<file path="src/design/mbwt_pkg.sv">
package mbwt_pkg;

  localparam int unsigned UAddrBits = 5;

  localparam logic [31:0] PatA = 32'hAAAA_AAAA;
  localparam logic [31:0] PatB = 32'h5555_5555;
  localparam logic [31:0] SizeMaskRst = 32'h3FFF_FFFF;

  typedef logic [UAddrBits-1:0] uaddr_t;

  typedef struct packed {
    logic        action;
    logic [31:0] read_data;
  } in_word_t;

  typedef struct packed {
    logic [1:0]  command;
    logic [31:0] byte_offset;
    logic [31:0] write_data;
    logic [1:0]  fail_kind;
    logic        last;
  } out_word_t;

  typedef enum logic [1:0] {
    CMD_WRITE  = 2'd0,
    CMD_READ   = 2'd1,
    CMD_REPORT = 2'd2
  } cmd_e;

  typedef enum logic [1:0] {
    FK_PASS = 2'd0,
    FK_DATA = 2'd1,
    FK_ADDR = 2'd2
  } fail_e;

  typedef enum logic [2:0] {
    PH_IDLE = 3'd0,
    PH_DATA = 3'd1,
    PH_HIGH = 3'd2,
    PH_LOW0 = 3'd3,
    PH_LOW  = 3'd4
  } phase_e;

  typedef enum logic [1:0] {
    OFF_ZERO   = 2'd0,
    OFF_PROBE  = 2'd1,
    OFF_TARGET = 2'd2
  } off_sel_e;

  typedef enum logic [1:0] {
    DAT_ZERO = 2'd0,
    DAT_WALK = 2'd1,
    DAT_A    = 2'd2,
    DAT_B    = 2'd3
  } dat_sel_e;

  typedef enum logic [1:0] {
    WK_HOLD  = 2'd0,
    WK_ONE   = 2'd1,
    WK_SHIFT = 2'd2
  } walk_op_e;

  typedef enum logic [1:0] {
    OP_HOLD  = 2'd0,
    OP_ZERO  = 2'd1,
    OP_FOUR  = 2'd2,
    OP_SHIFT = 2'd3
  } off_op_e;

  typedef enum logic [3:0] {
    CN_NEVER      = 4'd0,
    CN_ALWAYS     = 4'd1,
    CN_RD_NE_WALK = 4'd2,
    CN_WALK_NZ    = 4'd3,
    CN_PROBE_IN   = 4'd4,
    CN_PROBE_OUT  = 4'd5,
    CN_TARGET_OUT = 4'd6,
    CN_RD_NE_A    = 4'd7,
    CN_LOW_FAIL   = 4'd8
  } cond_e;

  // one microcode word
  typedef struct packed {
    logic     emit;
    cmd_e     cmd;
    off_sel_e off_sel;
    dat_sel_e dat_sel;
    fail_e    kind;
    walk_op_e walk_op;
    off_op_e  probe_op;
    off_op_e  target_op;
    logic     phase_wr;
    phase_e   phase;
    cond_e    cond;
    uaddr_t   jump;
    logic     done;
  } uword_t;

  // datapath status seen by the jump logic
  typedef struct packed {
    logic rd_ne_walk;
    logic walk_nz;
    logic probe_in;
    logic target_in;
    logic rd_ne_a;
    logic low_fail;
  } status_t;

  // microprogram entry points and jump targets
  localparam uaddr_t US_START     = 5'd0;
  localparam uaddr_t US_DATA_WR   = 5'd1;
  localparam uaddr_t US_DATA_RD   = 5'd2;
  localparam uaddr_t US_DATA_CHK  = 5'd3;
  localparam uaddr_t US_DATA_SHL  = 5'd4;
  localparam uaddr_t US_DATA_NXT  = 5'd5;
  localparam uaddr_t US_FILL_INIT = 5'd6;
  localparam uaddr_t US_FILL_TST  = 5'd7;
  localparam uaddr_t US_FILL_WR   = 5'd8;
  localparam uaddr_t US_HIGH_INIT = 5'd9;
  localparam uaddr_t US_HIGH_TST  = 5'd10;
  localparam uaddr_t US_HIGH_RD   = 5'd11;
  localparam uaddr_t US_HIGH_CHK  = 5'd12;
  localparam uaddr_t US_HIGH_SHL  = 5'd13;
  localparam uaddr_t US_HIGH_NXT  = 5'd14;
  localparam uaddr_t US_HIGH_END  = 5'd15;
  localparam uaddr_t US_LOW_START = 5'd16;
  localparam uaddr_t US_LOW_WR    = 5'd17;
  localparam uaddr_t US_LOW_RD0   = 5'd18;
  localparam uaddr_t US_LOW0_CHK  = 5'd19;
  localparam uaddr_t US_LOW0_INIT = 5'd20;
  localparam uaddr_t US_LOW_TST   = 5'd21;
  localparam uaddr_t US_LOW_RD    = 5'd22;
  localparam uaddr_t US_LOW_CHK   = 5'd23;
  localparam uaddr_t US_LOW_SHL   = 5'd24;
  localparam uaddr_t US_FINISH    = 5'd25;
  localparam uaddr_t US_REP_DATA  = 5'd26;
  localparam uaddr_t US_REP_PROBE = 5'd27;
  localparam uaddr_t US_REP_ADDR0 = 5'd28;
  localparam uaddr_t US_REP_PASS  = 5'd29;

endpackage

</file>
<file path="src/design/mbwt_useq.sv">
module mbwt_useq
  import mbwt_pkg::*;
(
  input  logic    clk_i,
  input  logic    rst_ni,
  input  logic    go_i,
  input  uaddr_t  entry_i,
  input  status_t status_i,
  input  logic    out_free_i,
  output uword_t  uw_o,
  output logic    fire_o,
  output logic    busy_o
);

  uaddr_t upc_q, upc_d;
  logic   busy_q, busy_d;
  uword_t uw;
  logic   taken;

  // control store
  always_comb begin
    uw = '{emit: 1'b0, cmd: CMD_WRITE, off_sel: OFF_ZERO, dat_sel: DAT_ZERO,
           kind: FK_PASS, walk_op: WK_HOLD, probe_op: OP_HOLD, target_op: OP_HOLD,
           phase_wr: 1'b0, phase: PH_IDLE, cond: CN_NEVER, jump: US_START,
           done: 1'b0};
    case (upc_q)
      US_START: begin
        uw.walk_op = WK_ONE;
        uw.probe_op = OP_FOUR;
        uw.target_op = OP_ZERO;
      end
      US_DATA_WR: begin
        uw.emit = 1'b1;
        uw.cmd = CMD_WRITE;
        uw.dat_sel = DAT_WALK;
      end
      US_DATA_RD: begin
        uw.emit = 1'b1;
        uw.cmd = CMD_READ;
        uw.phase_wr = 1'b1;
        uw.phase = PH_DATA;
        uw.done = 1'b1;
      end
      US_DATA_CHK: begin
        uw.cond = CN_RD_NE_WALK;
        uw.jump = US_REP_DATA;
      end
      US_DATA_SHL: begin
        uw.walk_op = WK_SHIFT;
      end
      US_DATA_NXT: begin
        uw.cond = CN_WALK_NZ;
        uw.jump = US_DATA_WR;
      end
      US_FILL_INIT: begin
        uw.probe_op = OP_FOUR;
      end
      US_FILL_TST: begin
        uw.cond = CN_PROBE_OUT;
        uw.jump = US_HIGH_INIT;
      end
      US_FILL_WR: begin
        uw.emit = 1'b1;
        uw.cmd = CMD_WRITE;
        uw.off_sel = OFF_PROBE;
        uw.dat_sel = DAT_A;
        uw.probe_op = OP_SHIFT;
        uw.cond = CN_ALWAYS;
        uw.jump = US_FILL_TST;
      end
      US_HIGH_INIT: begin
        uw.emit = 1'b1;
        uw.cmd = CMD_WRITE;
        uw.dat_sel = DAT_B;
        uw.probe_op = OP_FOUR;
      end
      US_HIGH_TST: begin
        uw.cond = CN_PROBE_OUT;
        uw.jump = US_HIGH_END;
      end
      US_HIGH_RD: begin
        uw.emit = 1'b1;
        uw.cmd = CMD_READ;
        uw.off_sel = OFF_PROBE;
        uw.phase_wr = 1'b1;
        uw.phase = PH_HIGH;
        uw.done = 1'b1;
      end
      US_HIGH_CHK: begin
        uw.cond = CN_RD_NE_A;
        uw.jump = US_REP_PROBE;
      end
      US_HIGH_SHL: begin
        uw.probe_op = OP_SHIFT;
      end
      US_HIGH_NXT: begin
        uw.cond = CN_PROBE_IN;
        uw.jump = US_HIGH_RD;
      end
      US_HIGH_END: begin
        uw.emit = 1'b1;
        uw.cmd = CMD_WRITE;
        uw.dat_sel = DAT_A;
        uw.target_op = OP_FOUR;
      end
      US_LOW_START: begin
        uw.cond = CN_TARGET_OUT;
        uw.jump = US_REP_PASS;
      end
      US_LOW_WR: begin
        uw.emit = 1'b1;
        uw.cmd = CMD_WRITE;
        uw.off_sel = OFF_TARGET;
        uw.dat_sel = DAT_B;
      end
      US_LOW_RD0: begin
        uw.emit = 1'b1;
        uw.cmd = CMD_READ;
        uw.phase_wr = 1'b1;
        uw.phase = PH_LOW0;
        uw.done = 1'b1;
      end
      US_LOW0_CHK: begin
        uw.cond = CN_RD_NE_A;
        uw.jump = US_REP_ADDR0;
      end
      US_LOW0_INIT: begin
        uw.probe_op = OP_FOUR;
      end
      US_LOW_TST: begin
        uw.cond = CN_PROBE_OUT;
        uw.jump = US_FINISH;
      end
      US_LOW_RD: begin
        uw.emit = 1'b1;
        uw.cmd = CMD_READ;
        uw.off_sel = OFF_PROBE;
        uw.phase_wr = 1'b1;
        uw.phase = PH_LOW;
        uw.done = 1'b1;
      end
      US_LOW_CHK: begin
        uw.cond = CN_LOW_FAIL;
        uw.jump = US_REP_PROBE;
      end
      US_LOW_SHL: begin
        uw.probe_op = OP_SHIFT;
        uw.cond = CN_ALWAYS;
        uw.jump = US_LOW_TST;
      end
      US_FINISH: begin
        uw.emit = 1'b1;
        uw.cmd = CMD_WRITE;
        uw.off_sel = OFF_TARGET;
        uw.dat_sel = DAT_A;
        uw.target_op = OP_SHIFT;
        uw.cond = CN_ALWAYS;
        uw.jump = US_LOW_START;
      end
      US_REP_DATA: begin
        uw.emit = 1'b1;
        uw.cmd = CMD_REPORT;
        uw.kind = FK_DATA;
        uw.phase_wr = 1'b1;
        uw.done = 1'b1;
      end
      US_REP_PROBE: begin
        uw.emit = 1'b1;
        uw.cmd = CMD_REPORT;
        uw.off_sel = OFF_PROBE;
        uw.kind = FK_ADDR;
        uw.phase_wr = 1'b1;
        uw.done = 1'b1;
      end
      US_REP_ADDR0: begin
        uw.emit = 1'b1;
        uw.cmd = CMD_REPORT;
        uw.kind = FK_ADDR;
        uw.phase_wr = 1'b1;
        uw.done = 1'b1;
      end
      US_REP_PASS: begin
        uw.emit = 1'b1;
        uw.cmd = CMD_REPORT;
        uw.phase_wr = 1'b1;
        uw.done = 1'b1;
      end
      default: begin
        // unused address: park
        uw.done = 1'b1;
      end
    endcase
  end

  always_comb begin
    case (uw.cond)
      CN_NEVER:      taken = 1'b0;
      CN_ALWAYS:     taken = 1'b1;
      CN_RD_NE_WALK: taken = status_i.rd_ne_walk;
      CN_WALK_NZ:    taken = status_i.walk_nz;
      CN_PROBE_IN:   taken = status_i.probe_in;
      CN_PROBE_OUT:  taken = !status_i.probe_in;
      CN_TARGET_OUT: taken = !status_i.target_in;
      CN_RD_NE_A:    taken = status_i.rd_ne_a;
      CN_LOW_FAIL:   taken = status_i.low_fail;
      default:       taken = 1'b0;
    endcase
  end

  // a step that emits waits for room in the output register
  assign fire_o = busy_q && (!uw.emit || out_free_i);

  always_comb begin
    upc_d = upc_q;
    busy_d = busy_q;
    if (go_i) begin
      upc_d = entry_i;
      busy_d = 1'b1;
    end else if (fire_o) begin
      upc_d = taken ? uw.jump : upc_q + uaddr_t'(1);
      if (uw.done) begin
        busy_d = 1'b0;
      end
    end
  end

  always_ff @(posedge clk_i or negedge rst_ni) begin
    if (!rst_ni) begin
      upc_q <= US_START;
      busy_q <= 1'b0;
    end else begin
      upc_q <= upc_d;
      busy_q <= busy_d;
    end
  end

  assign uw_o = uw;
  assign busy_o = busy_q;

endmodule

</file>
<file path="src/design/memory_bus_wiring_test_top.sv">
// Throughput: one microcode step per cycle, but a step that emits a word waits for room
// in the output register; an item keeps the sequencer busy until a step marked done, and
// the address fill pass writes one word per probed offset; any output stall adds to this.
// The step rate of the control store and the single output register set the throughput.
// Reset: idle, no read pending, size_mask 0x3FFFFFFF; a start word restarts a run once the sequencer is idle.
module memory_bus_wiring_test_top
  import mbwt_pkg::*;
(
  input  logic      clk_i,
  input  logic      rst_ni,
  input  logic      in_valid_i,
  output logic      in_stall_o,
  input  in_word_t  in_data_i,
  output logic      out_valid_o,
  input  logic      out_stall_i,
  output out_word_t out_data_o,
  input  logic      cfg_valid_i,
  output logic      cfg_ready_o,
  input  logic [31:0] cfg_data_i
);

  logic [31:0] size_mask_q;
  logic [31:0] walk_q, walk_d;
  logic [32:0] probe_q, probe_d;
  logic [32:0] target_q, target_d;
  logic [31:0] rd_q;
  phase_e      phase_q, phase_d;
  logic        pending_q, pending_d;
  out_word_t   out_q;
  logic        out_valid_q;

  uword_t  uw;
  status_t status;
  logic    fire, busy, go, in_acc, out_free, load_out;
  uaddr_t  entry;
  logic [31:0] off_val, dat_val;

  mbwt_useq u_useq (
    .clk_i      (clk_i),
    .rst_ni     (rst_ni),
    .go_i       (go),
    .entry_i    (entry),
    .status_i   (status),
    .out_free_i (out_free),
    .uw_o       (uw),
    .fire_o     (fire),
    .busy_o     (busy)
  );

  assign in_stall_o = busy;
  assign in_acc = in_valid_i && !busy;
  assign cfg_ready_o = !busy;

  // dispatch of an accepted word
  always_comb begin
    go = 1'b0;
    entry = US_START;
    if (in_acc) begin
      if (!in_data_i.action) begin
        go = 1'b1;
      end else if (pending_q) begin
        case (phase_q)
          PH_DATA: begin go = 1'b1; entry = US_DATA_CHK; end
          PH_HIGH: begin go = 1'b1; entry = US_HIGH_CHK; end
          PH_LOW0: begin go = 1'b1; entry = US_LOW0_CHK; end
          PH_LOW:  begin go = 1'b1; entry = US_LOW_CHK; end
          default: go = 1'b0;
        endcase
      end
    end
  end

  assign status.rd_ne_walk = rd_q != walk_q;
  assign status.walk_nz    = walk_q != '0;
  assign status.probe_in   = (probe_q[31:0] & size_mask_q) != '0;
  assign status.target_in  = (target_q[31:0] & size_mask_q) != '0;
  assign status.rd_ne_a    = rd_q != PatA;
  assign status.low_fail   = (rd_q != PatA) && (probe_q != target_q);

  always_comb begin
    case (uw.off_sel)
      OFF_PROBE:  off_val = probe_q[31:0];
      OFF_TARGET: off_val = target_q[31:0];
      default:    off_val = '0;
    endcase
    case (uw.dat_sel)
      DAT_WALK: dat_val = walk_q;
      DAT_A:    dat_val = PatA;
      DAT_B:    dat_val = PatB;
      default:  dat_val = '0;
    endcase
  end

  always_comb begin
    walk_d = walk_q;
    probe_d = probe_q;
    target_d = target_q;
    phase_d = phase_q;
    pending_d = pending_q;
    if (in_acc && in_data_i.action) begin
      pending_d = 1'b0;
      if (pending_q && !go) begin
        phase_d = PH_IDLE;
      end
    end
    if (fire) begin
      case (uw.walk_op)
        WK_ONE:   walk_d = 32'd1;
        WK_SHIFT: walk_d = {walk_q[30:0], 1'b0};
        default:  walk_d = walk_q;
      endcase
      case (uw.probe_op)
        OP_ZERO:  probe_d = '0;
        OP_FOUR:  probe_d = 33'd4;
        OP_SHIFT: probe_d = {probe_q[31:0], 1'b0};
        default:  probe_d = probe_q;
      endcase
      case (uw.target_op)
        OP_ZERO:  target_d = '0;
        OP_FOUR:  target_d = 33'd4;
        OP_SHIFT: target_d = {target_q[31:0], 1'b0};
        default:  target_d = target_q;
      endcase
      if (uw.phase_wr) begin
        phase_d = uw.phase;
        pending_d = uw.phase != PH_IDLE;
      end
    end
  end

  always_ff @(posedge clk_i or negedge rst_ni) begin
    if (!rst_ni) begin
      size_mask_q <= SizeMaskRst;
      walk_q <= 32'd1;
      probe_q <= 33'd4;
      target_q <= '0;
      phase_q <= PH_IDLE;
      pending_q <= 1'b0;
    end else begin
      if (cfg_valid_i && cfg_ready_o) begin
        size_mask_q <= cfg_data_i;
      end
      walk_q <= walk_d;
      probe_q <= probe_d;
      target_q <= target_d;
      phase_q <= phase_d;
      pending_q <= pending_d;
    end
  end

  always_ff @(posedge clk_i) begin
    if (in_acc) begin
      rd_q <= in_data_i.read_data;
    end
  end

  // output register
  assign out_free = !out_valid_q || !out_stall_i;
  assign load_out = fire && uw.emit;

  always_ff @(posedge clk_i or negedge rst_ni) begin
    if (!rst_ni) begin
      out_valid_q <= 1'b0;
    end else if (load_out) begin
      out_valid_q <= 1'b1;
    end else if (!out_stall_i) begin
      out_valid_q <= 1'b0;
    end
  end

  always_ff @(posedge clk_i) begin
    if (load_out) begin
      out_q.command <= uw.cmd;
      out_q.byte_offset <= off_val;
      out_q.write_data <= dat_val;
      out_q.fail_kind <= uw.kind;
      // reads and reports always close the words of an item
      out_q.last <= uw.cmd != CMD_WRITE;
    end
  end

  assign out_valid_o = out_valid_q;
  assign out_data_o = out_q;

`ifndef SYNTH
  a_done_idles: assert property (@(posedge clk_i) disable iff (!rst_ni)
    fire && uw.done |=> !busy)
    else $error("sequencer still busy after final step");

  a_last_matches_cmd: assert property (@(posedge clk_i) disable iff (!rst_ni)
    out_valid_q |-> (out_q.last == (out_q.command != CMD_WRITE)))
    else $error("last flag does not match command");

  a_report_no_data: assert property (@(posedge clk_i) disable iff (!rst_ni)
    out_valid_q && (out_q.command != CMD_WRITE) |-> out_q.write_data == '0)
    else $error("read or report carries write data");

  a_pending_phase: assert property (@(posedge clk_i) disable iff (!rst_ni)
    !busy && pending_q |-> phase_q != PH_IDLE)
    else $error("read pending with idle phase");

  a_no_go_busy: assert property (@(posedge clk_i) disable iff (!rst_ni)
    go |-> !busy)
    else $error("dispatch while sequencer busy");
`endif

endmodule
</file>
<file path="config.mk">
export PLATFORM = sky130hd
export DESIGN_NAME = memory_bus_wiring_test_top
export DESIGN_NICKNAME = d
export VERILOG_FILES = /design/src/design/mbwt_pkg.sv /design/src/design/mbwt_useq.sv /design/src/design/memory_bus_wiring_test_top.sv
export SDC_FILE = /design/constraint.sdc
export NUM_CORES = 1
export LEC_CHECK = 0
export BUFFER_PORTS_ARGS = -buffer_cell sky130_fd_sc_hd__buf_2
export CORE_ASPECT_RATIO = 1.4
export CORE_UTILIZATION = 53
export DETAILED_ROUTE_END_ITERATION = 8
export HOLD_SLACK_MARGIN = 0.15
export PLACE_DENSITY = 0.74
export SLEW_MARGIN = 20
export SYNTH_ARGS = -nofsm -noshare
export SYNTH_HDL_FRONTEND = slang
export SYNTH_SLANG_ARGS = --single-unit
</file>
<file path="constraint.sdc">
create_clock -name clk_i -period 7 [get_ports clk_i]
set_input_delay 0 -clock clk_i [delete_from_list [all_inputs] [get_ports clk_i]]
set_output_delay 0 -clock clk_i [all_outputs]
set_load 0.01 [all_outputs]
</file>
# After elaboration in Yosys (flattened, before gate mapping)
# Index checks and enable logic that the tools add are counted.
# word_totals
elab_cells	159
output_inout_bits	72
ff_bits	242
# op_classes
reduce_logical	43
n_bitwise	2
eq_ne	59
add_sub_neg	1
muxes	39
# op_table
op	n
33-bit one-hot mux with 3 select lines	2
32-bit one-hot mux with 2 select lines	2
9-bit one-hot mux with 13 select lines	1
32-bit one-hot mux with 3 select lines	1
32-bit nonzero test	3
5-bit equality test, second input constant	14
32-bit bitwise AND	2
5-bit by 4-bit equality test with 1-bit output, second input constant	8
33-bit != test	1
32-bit != test	1
32-bit != test, second input constant	1
5-bit two-way mux	6
22-bit OR reduction	1
5-bit by 3-bit equality test with 1-bit output, second input constant	4
5-bit one-hot mux with 4 select lines	1
4-bit OR reduction	5
2-bit equality test, second input constant	8
4-bit by 3-bit equality test with 1-bit output, second input constant	4
2-bit one-hot mux with 2 select lines	4
1-bit two-way mux	13
3-bit two-way mux	4
2-bit one-hot mux with 3 select lines	2
3-bit one-hot mux with 4 select lines	1
2-bit by 1-bit equality test with 1-bit output, second input constant	5
23 further kinds	50

# Longest topological paths before layout
# depth
ltp_word	12
mapped_depth	12

# Hierarchy
# A second synthesis with hierarchy kept.
# unflattened
hier_cells	939
area_unflattened_um2	11071.9
# by_module_without_submodules
module	area_per_inst_um2	n_inst	seq_area_each_um2	cells_per_inst
memory_bus_wiring_test_top	9715.6	1	6238.5	752
mbwt_useq	1356.3	1	150.1	187

# Worst setup path before layout
# Ideal clock, no wire load.
# synth_timing
kind	register to register
start	register u_useq.upc_q[2]
end	register out_q, in the netlist out_data_o[0], enable pin
setup_slack_ps	1765
path_buffers	3
t_arrival_ps	4741
stages_incl_launch_ff	10
path_cell_list	dfrtp_1 buf_4 buf_2 clkbuf_1 and3_1 ha_1 a2111oi_2 nand3b_4 nand2_2 nor2_1
# synth_between
elab_chain_cells	7
word_cells_on_any_way	22
cone_classes	eq/ne (14); mux (1); reduce/logical (7)
# synth_rtl
item	line_no	source
start: declaration	mbwt_useq.sv:15	uaddr_t upc_q, upc_d;
start signal: assignment	mbwt_useq.sv:232	upc_q <= upc_d;
5-bit by 1-bit equality test with 1-bit output (tied with other cells)	mbwt_useq.sv:26	case (upc_q)
6-bit OR reduction (no source line) or 4-bit OR reduction (tied branches)	-	
3-bit one-hot mux with 3 select lines (*)	mbwt_useq.sv:26	
1-bit logical NOT	mbwt_useq.sv:211	assign fire_o = busy_q && (!uw.emit || out_free_i);
1-bit logical OR	mbwt_useq.sv:211	
1-bit logical AND	mbwt_useq.sv:211	
1-bit logical AND (*)	memory_bus_wiring_test_top.sv:159	assign load_out = fire && uw.emit;
net load_out	memory_bus_wiring_test_top.sv:34	logic fire, busy, go, in_acc, out_free, load_out;
end: declaration	memory_bus_wiring_test_top.sv:29	out_word_t out_q;
# The timed path passes the listed nets; every way through them passes the cells marked *.
# A chain may end at the register's enable or synchronous reset.

# Final worst setup path
# layout_timing
start	register u_useq.upc_q[4]
end	register out_q, in the netlist out_data_o[8], enable pin
# The elaborated chain is that of the path after synthesis.

==> impl_metrics.csv <==
group,metric,value,unit
layout,final_nets,1246,
routing,routedWlPerCell,20.1,um
clock_tree,cts_resized,0,
placed_design,gp_congestion,0.959,
timing,worstMarginPinSlew,1090,ps
die,die_area,21300,um^2
routing,drc,0,
synth,synth_enable_flop_cells,99,
placed_design,placedCellCount,1324,
timing,layout_min_cycle_time,3940,ps
placed_design,io_buffers,137,
routing,first_pass_iters,5,
clock_tree,cts_root_buf,"clkbuf_16",
clock_tree,numCtsBuffers,24,
clock_tree,clock_latency,530,ps
die,coreArea,20100,um^2
pwr,leakage,5.31,nW
layout,area_growth,21.6,%
setup_path,crit_fanout,32,
synth,syn_area,11000,um^2
clock_tree,cts_max_level,1,
setup_path,path_cells,"inv_1 -> ha_1 -> a2111oi_2 -> nand3b_4 -> nand2_2 -> nor2_4 -> buf_4",
timing,rsz0062_at_grt,"no",
global_route,antenna_found_initial,0,
die,pin_count,142,
setup_path,cp_slowest_cell,"dfrtp_1",
layout,stdcell_count,1437,
setup_path,r2r-start,"u_useq.upc_q[4]$_DFFE_PN0P_",
die,initial_core_util,54.7,%
outcome,status,"complete, no violations",
setup_path,cp-start-kind,"flip-flop",
setup_path,crit_family,"simple AND/OR/NAND/NOR gates",
global_route,gr-total-overflow,0,
global_route,grt_max_degree,75,
die,die_width,124,um
clock_tree,path_clk_slew,60,ps
global_route,grt_pass1_vias,8320,
timing,setup_tns,0,ps
setup_path,required,7180,ps
die,die_h,172,um
routing,num_vias,8370,
setup_path,crit_type,"reg2reg",
flow_run,drv_cap,0,
timing,finClkSkew,13.7,ps
layout,diodes,0,
setup_path,cp.buffers_inverters,2,
synth,synth_seq_area_share,58.2,%
routing,viasPerCell,5.82,
clock_tree,cts.sinks,234,
layout,drive_above_1_share,23.0,%
placed_design,post_dp_cell_area,11800,um^2
setup_path,critPathArrivalTime,4110,ps
layout,final_area,13300,um^2
pwr,peakVddDrop,0.217,mV
routing,drt_iter0_markers,560,
synth,ys_seq_elements,234,
synth,synthArstFlopShare,57.7,%
min_path,hold_path.class,"in2async",
die,num_rows,61,
setup_path,cpPeakStageDelay,830,ps
pwr,power_density,372,nW/um^2
synth,ys_types,70,
setup_path,cp-startpoint,"u_useq.upc_q[4]$_DFFE_PN0P_",
setup_path,end_kind,"flip-flop",
synth,synth.avg_cell_area,11.2,um^2
global_route,gr-usage-all-layers,28.1,%
routing,ant_nets,0,
timing,setup_viol,0,
placed_design,dp_hpwl,20.1,mm
routing,wl,28.9,mm
global_route,grt_pass1_wl,45.3,mm
synth,ys_warn_count,0,
timing,slew_violations,0,
timing,hold_violations,0,
clock_tree,cts.path.max_buffers,3,
timing,min_period_over_period,56.2,%
timing,timing.fmax,0.254,GHz
clock_tree,tritoncts,"done",
synth,synth_flop_cell,"dfrtp_1",
timing,maxSlewHeadroom,26.9,%
synth,syn-instance-count,983,
## per-layer routing
layer | wire length (um) | track usage (%) | vias to the layer above | share of wire [%]
met2 | 14800 | 49.5 | 334 | 51
met4 | 1360 | 13.4 | 0 | 4.7
met3 | 1480 | 3.40 | 82 | 5.1
li1 | - | - | 3932 | -
met1 | 11200 | 33.7 | 4022 | 39
met5 | 0 | 0 | - | 0
## sequential cells by signal, summed over array words and instances (netlist names)
| register | cells |
|---|---|
| rd_q | 32 |
| u_useq.busy_o | 1 |
| out_data_o | 67 |
| size_mask_q | 30 |
| pending_q | 1 |
| phase_q | 3 |
| target_q | 31 |
| out_valid_o | 1 |
| probe_q | 31 |
| u_useq.upc_q | 5 |
| walk_q | 32 |
## worst paths after layout
kind,end,slack (ps),cells after the start
min in group clk_i,rd_q[19]$_DFFE_PP_,180,2
worst min register to register,probe_q[32]$_DFFE_PN0P_,530,1
worst max register to register,out_data_o[8]$_DFFE_PP_,3060,7
worst max-delay path,out_data_o[8]$_DFFE_PP_,3060,7
max in group asynchronous,probe_q[31]$_DFFE_PN0P_,5490,3
worst min-delay path,target_q[26]$_DFFE_PN0P_,150,2
## worst register-to-register path, stage by stage, from the launching register on
cell and delay [ps]:
dfrtp_1 830, inv_1 310, ha_1 400, a2111oi_2 500, nand3b_4 280, nand2_2 170, nor2_4 570, buf_4 500
## report_power, final
part / total (mW) / leakage, nW / switching (mW) / internal, mW
clock network: 1.23 / 0.385 / 0.534 / 0.701
registers: 2.09 / 2.70 / 0.236 / 1.86
logic: 1.63 / 2.23 / 1.02 / 0.610
## placed cells by master, fill, tap and decap left out, drive strengths merged, types with 14 or more instances in the layout
master       instances
a21o                19
a21oi               17
a22o                31
a22oi               58
buf                149
clkbuf              33
dfrtp              105
dfstp               30
dlygate4sd3         67
edfxtp              99
inv                 15
mux2                30
nand2              149
nand4               27
nor2                87
nor4                14
o21ai               78
xnor2               65
## logic make-up (layout without fill, tap and decap cells)
group / after synthesis / count (layout) / share of synthesized area [%]
and+or+nand+nor: 332 / 332 / 14.4
DFF: 234 / 234 / 58.2
AOI/OAI and AO/OA: 232 / 232 / 14.6
buffers and inverters: 74 / 275 / 2.95
xor gates and xnor gates: 66 / 66 / 5.27
muxes: 35 / 35 / 3.53
adders and majority gates: 9 / 9 / 1.03
other: 1 / 2 / 0.0342
## layout make-up
type / count / area (um^2)
Fill cell: 1525 / 6730
Sequential cell: 234 / 6390
Multi-Input combinational cell: 676 / 4320
Timing Repair Buffer: 216 / 1500
Clock buffer: 33 / 697
Tap cell: 252 / 315
Clock inverter: 11 / 72.6
Inverter: 15 / 56.3
## stage by stage
| stage | util (%) | total power [mW] | hold slack, ps | worst slack [ps] |
|---|---|---|---|---|
| final | 66.5 | 4.96 | 153 | 3060 |
| after global routing | 66.5 | 5.23 | 169 | 2890 |
| after CTS | 66.2 | 4.94 | 165 | 2570 |
| after detailed placement | 59.0 | 3.67 | 178 | 2580 |
| after global placement | 58.9 | 3.63 | 179 | 2730 |
| after floorplan | - | 3.18 | -296 | 1760 |
## timing repair
| action | 4_1_cts | 5_1_grt |
|---|---|---|
| setup buffers | 0 | 0 |
| hold endpoints to repair | 177 | 0 |
| hold buffers | 67 | 0 |
## cells in the mapped netlist (all sizes together), types with 2 or more instances
| master | n | share of area, % |
|---|---|---|
| nor4 | 14 | 0.80 |
| nand3b | 3 | 0.32 |
| edfxtp | 99 | 27 |
| nor4bb | 8 | 0.73 |
| nand2b | 3 | 0.19 |
| nand2 | 149 | 5.2 |
| a22oi | 58 | 4.0 |
| dfstp | 30 | 7.2 |
| a22o | 31 | 2.5 |
| o221ai | 2 | 0.16 |
| mux2 | 30 | 3.1 |
| a21o | 19 | 1.3 |
| nor2b | 8 | 0.46 |
| clkbuf | 36 | 1.2 |
| mux2i | 5 | 0.46 |
| o211ai | 4 | 0.27 |
| a21boi | 2 | 0.14 |
| and2 | 2 | 0.11 |
| nand4b | 2 | 0.30 |
| xnor2 | 65 | 5.2 |
| nand3 | 13 | 0.59 |
| a221oi | 2 | 0.16 |
| a21oi | 17 | 0.78 |
| nand4 | 27 | 1.5 |
| o22ai | 3 | 0.17 |
| nor3 | 6 | 0.42 |
| a311oi | 2 | 0.32 |
| inv | 14 | 0.48 |
| a31oi | 2 | 0.11 |
| o21ai | 78 | 3.6 |
| ha | 9 | 1.0 |
| a2111oi | 2 | 0.22 |
| dfrtp | 105 | 24 |
| nor2 | 87 | 3.0 |
| and3 | 2 | 0.11 |
| buf | 23 | 1.2 |
Note: power is estimated with default switching activity, not from simulation.
